==> config.mk <==
export PLATFORM = sky130hd
export DESIGN_NAME = osr_ctrl
export DESIGN_NICKNAME = d
export VERILOG_FILES = /design/src/design/osr_pkg.sv /design/src/design/osr_ctrl.sv
export SDC_FILE = /design/constraint.sdc
export NUM_CORES = 1
export LEC_CHECK = 0
export BUFFER_PORTS_ARGS = -buffer_cell sky130_fd_sc_hd__buf_2
export CAP_MARGIN = 20
export CORE_AREA = 2 2 39 41
export DETAILED_ROUTE_END_ITERATION = 12
export DIE_AREA = 0 0 41 43
export GPL_TIMING_DRIVEN = 0
export PLACE_DENSITY = 0.75
export RECOVER_POWER = 25
export SLEW_MARGIN = 10
export SYNTH_ARGS = -nofsm -noshare
export SYNTH_HDL_FRONTEND = slang
export SYNTH_SLANG_ARGS = --single-unit
==> constraint.sdc <==
create_clock -name clk_i -period 1.3 [get_ports clk_i]
set_input_delay 0.39 -clock clk_i [delete_from_list [all_inputs] [get_ports clk_i]]
set_output_delay 0.39 -clock clk_i [all_outputs]
set_load 0.05 [all_outputs]
==> src/design/osr_pkg.sv <==
// shared types, op codes and saturating helpers for the ode shooting residual block
// no dependencies
package osr_pkg;

  localparam int unsigned StepsW = 13;

  typedef struct packed {
    logic signed [63:0] wavenumber;
    logic signed [63:0] omega_real;
    logic signed [63:0] omega_imag;
  } in_t;

  typedef struct packed {
    logic [62:0] residual;
    logic        saturated;
  } out_t;

  typedef logic [0:0] cfg_idx_t;
  localparam cfg_idx_t RegReynolds = 1'b0;
  localparam cfg_idx_t RegSteps    = 1'b1;

  typedef enum logic [4:0] {
    OP_KZ2, OP_WIR, OP_BI, OP_WRR, OP_AHR, OP_AHI, OP_G1R, OP_G1I,
    OP_KEEP1, OP_KEEP2, OP_CPL1, OP_CPL2,
    OP_GR0, OP_GR1, OP_GR2, OP_GI0, OP_GI1, OP_GI2,
    OP_SQR, OP_SQI, OP_ROOT
  } op_e;

  typedef enum logic [1:0] {DIV_ONE, DIV_FX, DIV_GEN} div_e;

  typedef struct packed {
    logic load;
    logic go;
    op_e  op;
    logic publish;
  } cmd_t;

  typedef struct packed {
    logic done;
    logic loop_end;
    logic out_free;
  } stat_t;

  typedef struct packed {
    logic signed [63:0] val;
    logic               ovf;
  } sres_t;

  localparam logic [63:0] SMax = 64'h7FFF_FFFF_FFFF_FFFF;
  localparam logic [63:0] SMin = 64'h8000_0000_0000_0000;

  function automatic sres_t sat_add(logic signed [63:0] a, logic signed [63:0] b);
    logic signed [64:0] s;
    sres_t r;
    s = {a[63], a} + {b[63], b};
    r.ovf = s[64] != s[63];
    r.val = r.ovf ? (s[64] ? SMin : SMax) : s[63:0];
    return r;
  endfunction

  function automatic sres_t sat_sub(logic signed [63:0] a, logic signed [63:0] b);
    logic signed [64:0] s;
    sres_t r;
    s = {a[63], a} - {b[63], b};
    r.ovf = s[64] != s[63];
    r.val = r.ovf ? (s[64] ? SMin : SMax) : s[63:0];
    return r;
  endfunction

  function automatic sres_t sat_neg(logic signed [63:0] a);
    sres_t r;
    r.ovf = a == SMin;
    r.val = r.ovf ? SMax : -a;
    return r;
  endfunction

endpackage

==> src/design/osr_ctrl.sv <==
// controller: sequences the op list for one item and the recurrence loop
// uses osr_pkg command and status types
module osr_ctrl (
  input  logic           clk_i,
  input  logic           rst_ni,
  input  logic           in_valid_i,
  output logic           in_stall_o,
  input  osr_pkg::stat_t stat_i,
  output osr_pkg::cmd_t  cmd_o
);

  typedef enum logic [1:0] {S_IDLE, S_WAIT, S_PUBLISH} state_e;

  state_e       state_q;
  osr_pkg::op_e op_q, op_nxt;
  logic         go_q;

  always_comb begin
    case (op_q)
      osr_pkg::OP_KZ2:   op_nxt = osr_pkg::OP_WIR;
      osr_pkg::OP_WIR:   op_nxt = osr_pkg::OP_BI;
      osr_pkg::OP_BI:    op_nxt = osr_pkg::OP_WRR;
      osr_pkg::OP_WRR:   op_nxt = osr_pkg::OP_AHR;
      osr_pkg::OP_AHR:   op_nxt = osr_pkg::OP_AHI;
      osr_pkg::OP_AHI:   op_nxt = osr_pkg::OP_G1R;
      osr_pkg::OP_G1R:   op_nxt = osr_pkg::OP_G1I;
      osr_pkg::OP_G1I:   op_nxt = osr_pkg::OP_KEEP1;
      osr_pkg::OP_KEEP1: op_nxt = osr_pkg::OP_KEEP2;
      osr_pkg::OP_KEEP2: op_nxt = osr_pkg::OP_CPL1;
      osr_pkg::OP_CPL1:  op_nxt = osr_pkg::OP_CPL2;
      osr_pkg::OP_CPL2:  op_nxt = osr_pkg::OP_GR0;
      osr_pkg::OP_GR0:   op_nxt = osr_pkg::OP_GR1;
      osr_pkg::OP_GR1:   op_nxt = osr_pkg::OP_GR2;
      osr_pkg::OP_GR2:   op_nxt = osr_pkg::OP_GI0;
      osr_pkg::OP_GI0:   op_nxt = osr_pkg::OP_GI1;
      osr_pkg::OP_GI1:   op_nxt = osr_pkg::OP_GI2;
      osr_pkg::OP_GI2:   op_nxt = stat_i.loop_end ? osr_pkg::OP_SQR : osr_pkg::OP_KEEP1;
      osr_pkg::OP_SQR:   op_nxt = osr_pkg::OP_SQI;
      osr_pkg::OP_SQI:   op_nxt = osr_pkg::OP_ROOT;
      default:           op_nxt = osr_pkg::OP_ROOT;
    endcase
  end

  assign in_stall_o    = state_q != S_IDLE;
  assign cmd_o.load    = (state_q == S_IDLE) && in_valid_i;
  assign cmd_o.go      = go_q;
  assign cmd_o.op      = op_q;
  assign cmd_o.publish = (state_q == S_PUBLISH) && stat_i.out_free;

  always_ff @(posedge clk_i or negedge rst_ni) begin
    if (!rst_ni) begin
      state_q <= S_IDLE;
      op_q    <= osr_pkg::OP_KZ2;
      go_q    <= 1'b0;
    end else begin
      go_q <= 1'b0;
      case (state_q)
        S_IDLE: begin
          if (cmd_o.load) begin
            op_q    <= osr_pkg::OP_KZ2;
            go_q    <= 1'b1;
            state_q <= S_WAIT;
          end
        end
        S_WAIT: begin
          if (stat_i.done) begin
            if (op_q == osr_pkg::OP_ROOT) begin
              state_q <= S_PUBLISH;
            end else begin
              op_q <= op_nxt;
              go_q <= 1'b1;
            end
          end
        end
        S_PUBLISH: begin
          if (cmd_o.publish) state_q <= S_IDLE;
        end
        default: state_q <= S_IDLE;
      endcase
    end
  end

  a_done_in_wait: assert property (@(posedge clk_i) disable iff (!rst_ni)
    stat_i.done |-> (state_q == S_WAIT) && !go_q)
    else $error("unit done outside of wait");

  a_load_starts: assert property (@(posedge clk_i) disable iff (!rst_ni)
    cmd_o.load |=> go_q && (op_q == osr_pkg::OP_KZ2))
    else $error("accepted item did not start the op list");

  a_publish_idle: assert property (@(posedge clk_i) disable iff (!rst_ni)
    cmd_o.publish |=> (state_q == S_IDLE))
    else $error("publish did not return to idle");

endmodule

# Word-level counts from Yosys, hierarchy flattened
# Cells that the tools add are included.
[totals] reg_bits=8 input_bits=6 elab_cells=52
[op_classes] eq_ne=26 muxes=15 reduce_logical=8
[op_table] operator="$pmux 5 s19" count=1
[op_table] operator="$eq 5x4->1 const B" count=8
[op_table] operator="$eq 5x3->1 const B" count=4
[op_table] operator="$eq 5x5->1 const B" count=4
[op_table] operator="$mux 5" count=4
[op_table] operator="$eq 5x2->1 const B" count=2
[op_table] operator="$ne 2x2->1 const B" count=5
[op_table] operator="$pmux 5 s2" count=1
[op_table] operator="$mux 2" count=4
[op_table] operator="$reduce_and 4->1" count=2
[op_table] operator="$pmux 2 s3" count=1
[op_table] operator="$eq 5x1->1 const B" count=1
[op_table] operator="$logic_not 5->1" count=1
[op_table] operator="$reduce_bool 2->1" count=2
[op_table] operator="$mux 1" count=3
[op_table] operator="$eq 2x1->1 const B" count=1
[op_table] operator="$eq 2x2->1 const B" count=1
[op_table] operator="$logic_and 1x1->1" count=2
[op_table] operator="$logic_not 2->1" count=1
[op_table] operator="$pmux 1 s2" count=1

# Longest topological paths before layout
# Gate-level depths: netlist of the first run.
[depth] word_depth=5 mapped_depth=5 ltp_nobuf=4

# Worst setup path after synthesis of the first run
# Ideal clock, no wire load.
[synth_timing] path_kind="register to register" from="reg op_q[1]" to="reg op_q[1]" setup_time_ns=0.125 t_arrival_ns=1.546 setup_slack_ns=-0.371 stages_incl_launch_ff=6 n_path_buf=1 cell_sequence="dfrtp_1 buf_4 nor4b_4 a21o_2 o21bai_1 o21ai_1"
[synth_between] elab_chain_len=5 elab_cells_between_ends=26
[synth_rtl] element="start: declaration" line_no="osr_ctrl.sv:15" rtl="osr_pkg::op_e op_q, op_nxt;"
[synth_rtl] element="start signal: assignment" line_no="osr_ctrl.sv:53" rtl="op_q <= osr_pkg::OP_KZ2;"
[synth_rtl] element="start signal: assignment" line_no="osr_ctrl.sv:60" rtl="op_q <= osr_pkg::OP_KZ2;"
[synth_rtl] element="start signal: assignment" line_no="osr_ctrl.sv:70" rtl="op_q <= op_nxt;"
[synth_rtl] element="$eq 5x5->1, or another cell as far along" line_no="osr_ctrl.sv:19" rtl="case (op_q)"
[synth_rtl] element="$pmux 5 s19" line_no="osr_ctrl.sv:19"
[synth_rtl] element="$mux 5" line_no="osr_ctrl.sv:67" rtl="if (op_q == osr_pkg::OP_ROOT) begin"
[synth_rtl] element="$mux 5" line_no="osr_ctrl.sv:66" rtl="if (stat_i.done) begin"
[synth_rtl] element="$pmux 5 s2" line_no="osr_ctrl.sv:57" rtl="case (state_q)"
# Parallel ways exist; a longest one is shown, timed or not. The select of a mux whose other input is x is not followed.
# A chain may end at the register's enable or synchronous reset.

==> results of run 1 <==
-- worst max-delay path, delay by kind of cell (launching register included) --
family / cells / cell delay [ns]
buffers and inverters: 2 / 0.20
flip-flops: 1 / 0.43
AND/OR/NAND/NOR: 2 / 0.21
-- power breakdown --
part,switching (mW),internal [mW],total (mW)
combinational,0.548,0.398,0.946
sequential,0.0489,0.315,0.363
clock,0.101,0.118,0.220
total,0.698,0.831,1.53
-- cell families (layout without fill, tap and decap cells) --
family / Yosys count / in the layout / share of synthesized area [%]
buf+inv: 9 / 36 / 11.6
compound gates: 17 / 17 / 23.4
mux: 2 / 2 / 4.01
simple gates: 18 / 18 / 23.3
flops: 8 / 8 / 37.7
-- flip-flops by register name (all words and copies together) (netlist names) --
signal / count
op_q: 5
state_q: 2
go_q: 1
-- Yosys cell counts (all sizes together) (2+ instances only) --
| master | count | area [sq um] |
|---|---|---|
| o21ai | 6 | 37.5 |
| inv | 3 | 11.3 |
| nand2 | 5 | 18.8 |
| dfrtp | 8 | 200 |
| nand3 | 5 | 25.0 |
| o31ai | 2 | 15.0 |
| buf | 6 | 50.0 |
-- layout make-up --
cell class / instances / area, sq um / area share, %
clock buffers: 4 / 26.3 / 3.03
repair buffers: 24 / 205 / 23.7
well taps: 16 / 20.0 / 2.31
flip-flops and latches: 8 / 208 / 24.0
plain buffers: 5 / 50.0 / 5.78
inverters: 3 / 15.0 / 1.73
multi-input cells: 37 / 342 / 39.5
-- worst min path at each step --
stage                     startpoint         end  slack (ns)  cells after the start
after global placement        rst_ni        go_q        0.24                      1
after floorplan               rst_ni        go_q        0.09                      0
final                      stat_i[2]  state_q[0]        0.47                      4
after CTS                  stat_i[2]  state_q[1]        0.44                      2
after detailed placement      rst_ni        go_q        0.24                      1
after global routing       stat_i[2]  state_q[0]        0.48                      4
-- stage by stage --
step                TNS (ns)  std cells  setup slack (ns)
floorplan              -1.15         54            -0.252
global placement      -0.769         84            -0.176
detailed placement    -0.925         84            -0.218
CTS                   -0.741         97            -0.197
global route           -1.16         97            -0.243
finish                -0.780         97            -0.199
-- routing by layer --
metal | up-vias | GRT usage [%]
met4 | 0 | 12.7
met1 | 269 | 26.4
met5 | - | 0
met3 | 7 | 6.28
li1 | 254 | -
met2 | 21 | 30.0
-- repair_timing --
item / CTS / global route
resized for setup: 24 / 10
hold endpoints to repair: 8 / 0
endpoints found under the setup margin: 11 / 15
pin swaps: 8 / 5
hold buffers: 1 / 0
buffers inserted: 8 / 1
==> summary.md, run 1 <==
| Metric | Value |
|---|---|
| Status | complete, but fails checks |
| Failing checks | setup timing |
| Syn Nets | 60 |
| Cell variety after synth | 30 |
| Die Area | 1760 sq um |
| Total core area | 1380 sq um |
| RSZ-0062 raised after global routing | yes |
| Layout cells sized above 1 | 69.1% |
| Final wirelength | 1.44 mm |
| Setup crit end kind | output port |
| Final setup skew | 0.00998 ns |
| PwrDens | 1770 nW/um^2 |
| Most frequent cells in the layout | buf_4 (10), buf_6 (7), buf_2 (6), dfrtp_2 (6) |
| Worst-path fanout max | 3 |
| R2r setup slk | -0.12 ns |
| Largest net degree at the start of global routing | 11 |
| Endpoints failing setup | 8 |
| Post-Syn Area | 531 sq um |
| Max_cap viols | 0 |
| Die X | 41 um |
| Initial antenna violation count | 0 |
| Final worst slack | -0.199 ns |
| Setup crit start kind | flip-flop |
| Avg Vias per Cell | 5.68 |
| Peak supply drop | 0.000896 V |
| Quantity of I/O buffers inserted on ports | 14 |
| Critical path cell sequence | nor2_4 > nand2_4 > clkinvlp_4 > buf_8 |
| Worst Tran Pin Value | 0.446 ns |
| Synth Warn # | 0 |
| Layout Nets | 88 |
| Final instance area | 866 sq um |
| M1 wire length | 619 um |
| Period utilization | 115% |
| Root buffer cell | clkbuf_4 |
| Area growth from synthesis to layout | 63.2% |
| Synth Area per Inst | 9.82 sq um |
| Std cell rows | 14 |
| Final hold vios | 0 |
| Worst hold path type | input port to flip-flop |
| Fin crit period | 1.50 ns |
| DR pass1 iterations | 4 |
| Total congestion overflow | 0 |
| LEAKAGE | 0.381 nW |
| Final max-slew violation count | 0 |
| N_diodes | 0 |
| First-pass GRT wire length | 2.40 mm |
| Vias in the first global route | 534 |
| DRC viols | 0 |
| Max Used Layer | met4 |
| Crit-path max cell delay | 0.43 ns |
| Setup CP Type | flip-flop to output port |
| Mapped Cells | 54 |
| Wire per inst | 14.9 um |
| CP Launch Point | state_q[0] |
| Clock Latency Late Sink | 0.27 ns |
| Slowest-stage cell, CP | dfrtp_2 |
| Die Y | 43 um |
| Num Clock Sinks | 8 |
| Via count | 551 |
| Required time of the critical path | 0.91 ns |
| Worst EP arrival | 1.11 ns |
| DRT iter0 DRCs | 4 |
| Setup crit end | cmd_o[7] |
| Met3 WL | 60 um |
| Filler instances | 110 |
| Reg-to-reg critical path startpoint | op_q[2] |
| Met2 wire length | 694 um |
| RD Place Congestion | 0.788 |
| Placement-stage cell area | 641 sq um |
| DP HPWL | 770 um |
| Share of the yosys chip area belonging to registers | 37.7% |
| Layout Utilization | 62.6% |
| Reg-to-Reg End | op_q[3] |
| Max Clock Freq | 667 MHz |
| Max Buffers Root-to-Sink | 2 |
| CTS tree | yes |
| Total chip power | 1.53 mW |
| Predominant post-synthesis flop cell | dfrtp_1 |
| IO Count | 15 |
| Number of CTS-inserted buffers | 3 |
| Most common cell after layout, fill and taps aside | buf_4 |
| Synthesized flop and latch total | 8 |
| Antenna-violating nets left | 0 |
| Reg2reg path depth | 5 |
| Relative slew margins | 70.3% |
| Post-synth EDFFs | 0 |
| Initial core utilization | 38.3% |
| Async set-or-reset flop fraction in the synthesized netlist | 100% |
| H-tree Lvls | 1 |
| Total GRT Usage | 21.0% |
| Final hold slack | 0.472 ns |
| Clock slew at reported path FFs | 0.05 ns |
Note: power is estimated with default switching activity, not from simulation.
==> run 2, diff against run 1 <==
--- a/config.mk
+++ b/config.mk
@@ -11,7 +11,7 @@
 export DETAILED_ROUTE_END_ITERATION = 12
 export DIE_AREA = 0 0 41 43
 export GPL_TIMING_DRIVEN = 0
-export PLACE_DENSITY = 0.75
+export PLACE_DENSITY = 0.66
 export RECOVER_POWER = 25
 export SLEW_MARGIN = 10
 export SYNTH_ARGS = -nofsm -noshare
==> constraint.sdc (replaced) <==
create_clock -name clk_i -period 1.3 [get_ports clk_i]
set_input_delay 0.13 -clock clk_i [delete_from_list [all_inputs] [get_ports clk_i]]
set_output_delay 0.13 -clock clk_i [all_outputs]
set_load 0.05 [all_outputs]
==> summary.md, run 2 (synthesis results as in run 1) <==
| Metric | Value |
|---|---|
| Grt met1 use | 25.4% (-1.0 points) |
| Setup crit end kind | flip-flop |
| Worst EP arrival | 1.48 ns (+0.37 ns) |
| Max Clock Freq | 753 MHz (+13%) |
| Area growth from synthesis to layout | 49.8% |
| Peak supply drop | 0.000966 V (+7.8%) |
| Max Buffers Root-to-Sink | 2 (unchanged) |
| LEAKAGE | 0.371 nW (-2.7%) |
| Vias in the first global route | 472 (-12%) |
| Met3 Usage GRT | 7.85% (+1.6 points) |
| Quantity of I/O buffers inserted on ports | 14 (unchanged) |
| Status | complete, but fails checks |
| Total congestion overflow | 0 (unchanged) |
| Worst slack, placed | -0.176 ns (+0.0418 ns) |
| Die X | 41 um (unchanged) |
| PwrDens | 1870 nW/um^2 (+5.8%) |
| GRT Max-Usage Layer | met1 |
| RD Place Congestion | 0.773 (-1.9%) |
| Clock Latency Late Sink | 0.27 ns (about the same) |
| Non-filler instance count after layout | 97 (unchanged) |
| N_diodes | 0 (unchanged) |
| RSZ-0062 raised after global routing | yes |
| Root buffer cell | clkbuf_4 |
| Reg-to-reg critical path startpoint | op_q[3] |
| Die Y | 43 um (unchanged) |
| CP Launch Point | op_q[3] |
| Initial antenna violation count | 0 (unchanged) |
| Worst Tran Pin Value | 0.479 ns (+0.0327 ns) |
| Max_cap viols | 0 (unchanged) |
| Final setup skew | 0.0108 ns (+0.000815 ns) |
| Layout Nets | 88 (unchanged) |
| DRT iter0 DRCs | 1 (-3) |
| R2r setup slk | -0.03 ns (+0.09 ns) |
| Reg2reg path depth | 3 (-2) |
| Total chip power | 1.48 mW (-2.9%) |
| DR pass1 iterations | 3 (-1) |
| H-tree Lvls | 1 (unchanged) |
| Required time of the critical path | 1.45 ns (+0.54 ns) |
| Most frequent cells in the layout | buf_2 (11), buf_4 (10), dfrtp_2 (6) |
| IO Count | 15 (unchanged) |
| Worst-path fanout max | 5 (+2) |
| Final hold vios | 0 (unchanged) |
| Worst hold path type | input port to flip-flop |
| Clock slew at reported path FFs | 0.07 ns (+0.02 ns) |
| Met2 usage | 24.1% (-5.9 points) |
| Total core area | 1380 sq um (unchanged) |
| Failing checks | setup timing |
| Antenna-violating nets left | 0 (unchanged) |
| Hold Path Cell Cnt | 2 (-2) |
| Total GRT Usage | 19.0% (-2.0 points) |
| Setup CP Type | flip-flop to flip-flop |
| Endpoints failing setup | 2 (-6) |
| Layout cells sized above 1 | 58.0% (-11 points) |
| Final max-slew violation count | 0 (unchanged) |
| Period utilization | 102% (-13 points) |
| Num Clock Sinks | 8 (unchanged) |
| Largest register FFs | 5 (unchanged) |
| Die Area | 1760 sq um (unchanged) |
| Fin crit period | 1.33 ns (-0.170 ns) |
| CTS tree | yes |
| Setup crit end | op_q[4] |
| Regs by FF count | op_q x5, state_q x2, go_q x1 |
| First-pass GRT wire length | 2.13 mm (-11%) |
| Wire per inst | 13.5 um (-9.1%) |
| Placed cells | 84 (unchanged) |
| Reg-to-Reg End | op_q[4] |
| Number of CTS-inserted buffers | 3 (unchanged) |
| Relative slew margins | 68.1% (-2.2 points) |
| Final worst slack | -0.0289 ns (+0.170 ns) |
| Min-Delay Startpoint | stat_i[2] |
| Final wirelength | 1.31 mm (-9.1%) |
| Avg Vias per Cell | 5.22 (-8.2%) |
| Via count | 506 (-8.2%) |
| Std cell rows | 14 (unchanged) |
| Largest net degree at the start of global routing | 11 (unchanged) |
| DRC viols | 0 (unchanged) |
| Initial core utilization | 38.3% (unchanged) |
| Most common cell after layout, fill and taps aside | buf_2 |
| Top reg by flops | op_q |
| Setup crit start kind | flip-flop |
## run 2: power breakdown
group,switching [mW],internal (mW),total [mW]
combinational,0.503,0.364,0.867
sequential,0.0807,0.315,0.396
clock,0.103,0.118,0.222
## run 2: repair_timing
item / CTS / global route
resized for setup: 8 / 9
buffers inserted: 9 / 2
setup endpoints to repair: 7 / 8
gates cloned: 0 / 0
hold endpoints to repair: 8 / 0
pin swaps: 4 / 1
hold buffers: 1 / 0
## run 2: worst max-delay path, stage by stage (launching register included)
cell,delay (ns)
dfrtp_2,0.45
or4b_4,0.51
a21oi_1,0.16
o31ai_1,0.07
## run 2: worst min path at each step
stage,to,slack [ns]
2_1_floorplan,go_q,-0.17
3_5_place_dp,go_q,-0.01
3_3_place_gp,go_q,-0.02
5_1_grt,state_q[1],0.19
4_1_cts,state_q[1],0.18
6_report,state_q[1],0.19
## run 2: layer usage
metal,part of all wire [%],vias to the layer above
li1,-,255
met1,46,235
met2,48,12
met3,3.7,4
met4,2.0,0
met5,0,-
## run 2: per-stage QoR
stage	utilization (%)	TNS [ns]	cell area (sq um)	hold slack (ns)
finish	57.4	-0.0561	795	0.186
detailed placement	45.8	-0.619	633	-0.0123
global route	57.4	-0.233	795	0.186
CTS	54.2	-0.0361	751	0.183
global placement	45.8	-0.610	633	-0.0173
floorplan	-	-1.15	543	-0.166
## run 2: final cells by class
| type | count | area [sq um] |
|---|---|---|
| fillers | 134 | 589 |
| plain buffers | 3 | 26.3 |
| multi-input cells | 37 | 313 |
| well taps | 16 | 20.0 |
| inverters | 3 | 11.3 |
| clock buffers | 4 | 26.3 |
| flip-flops and latches | 8 | 208 |
| repair buffers | 26 | 190 |
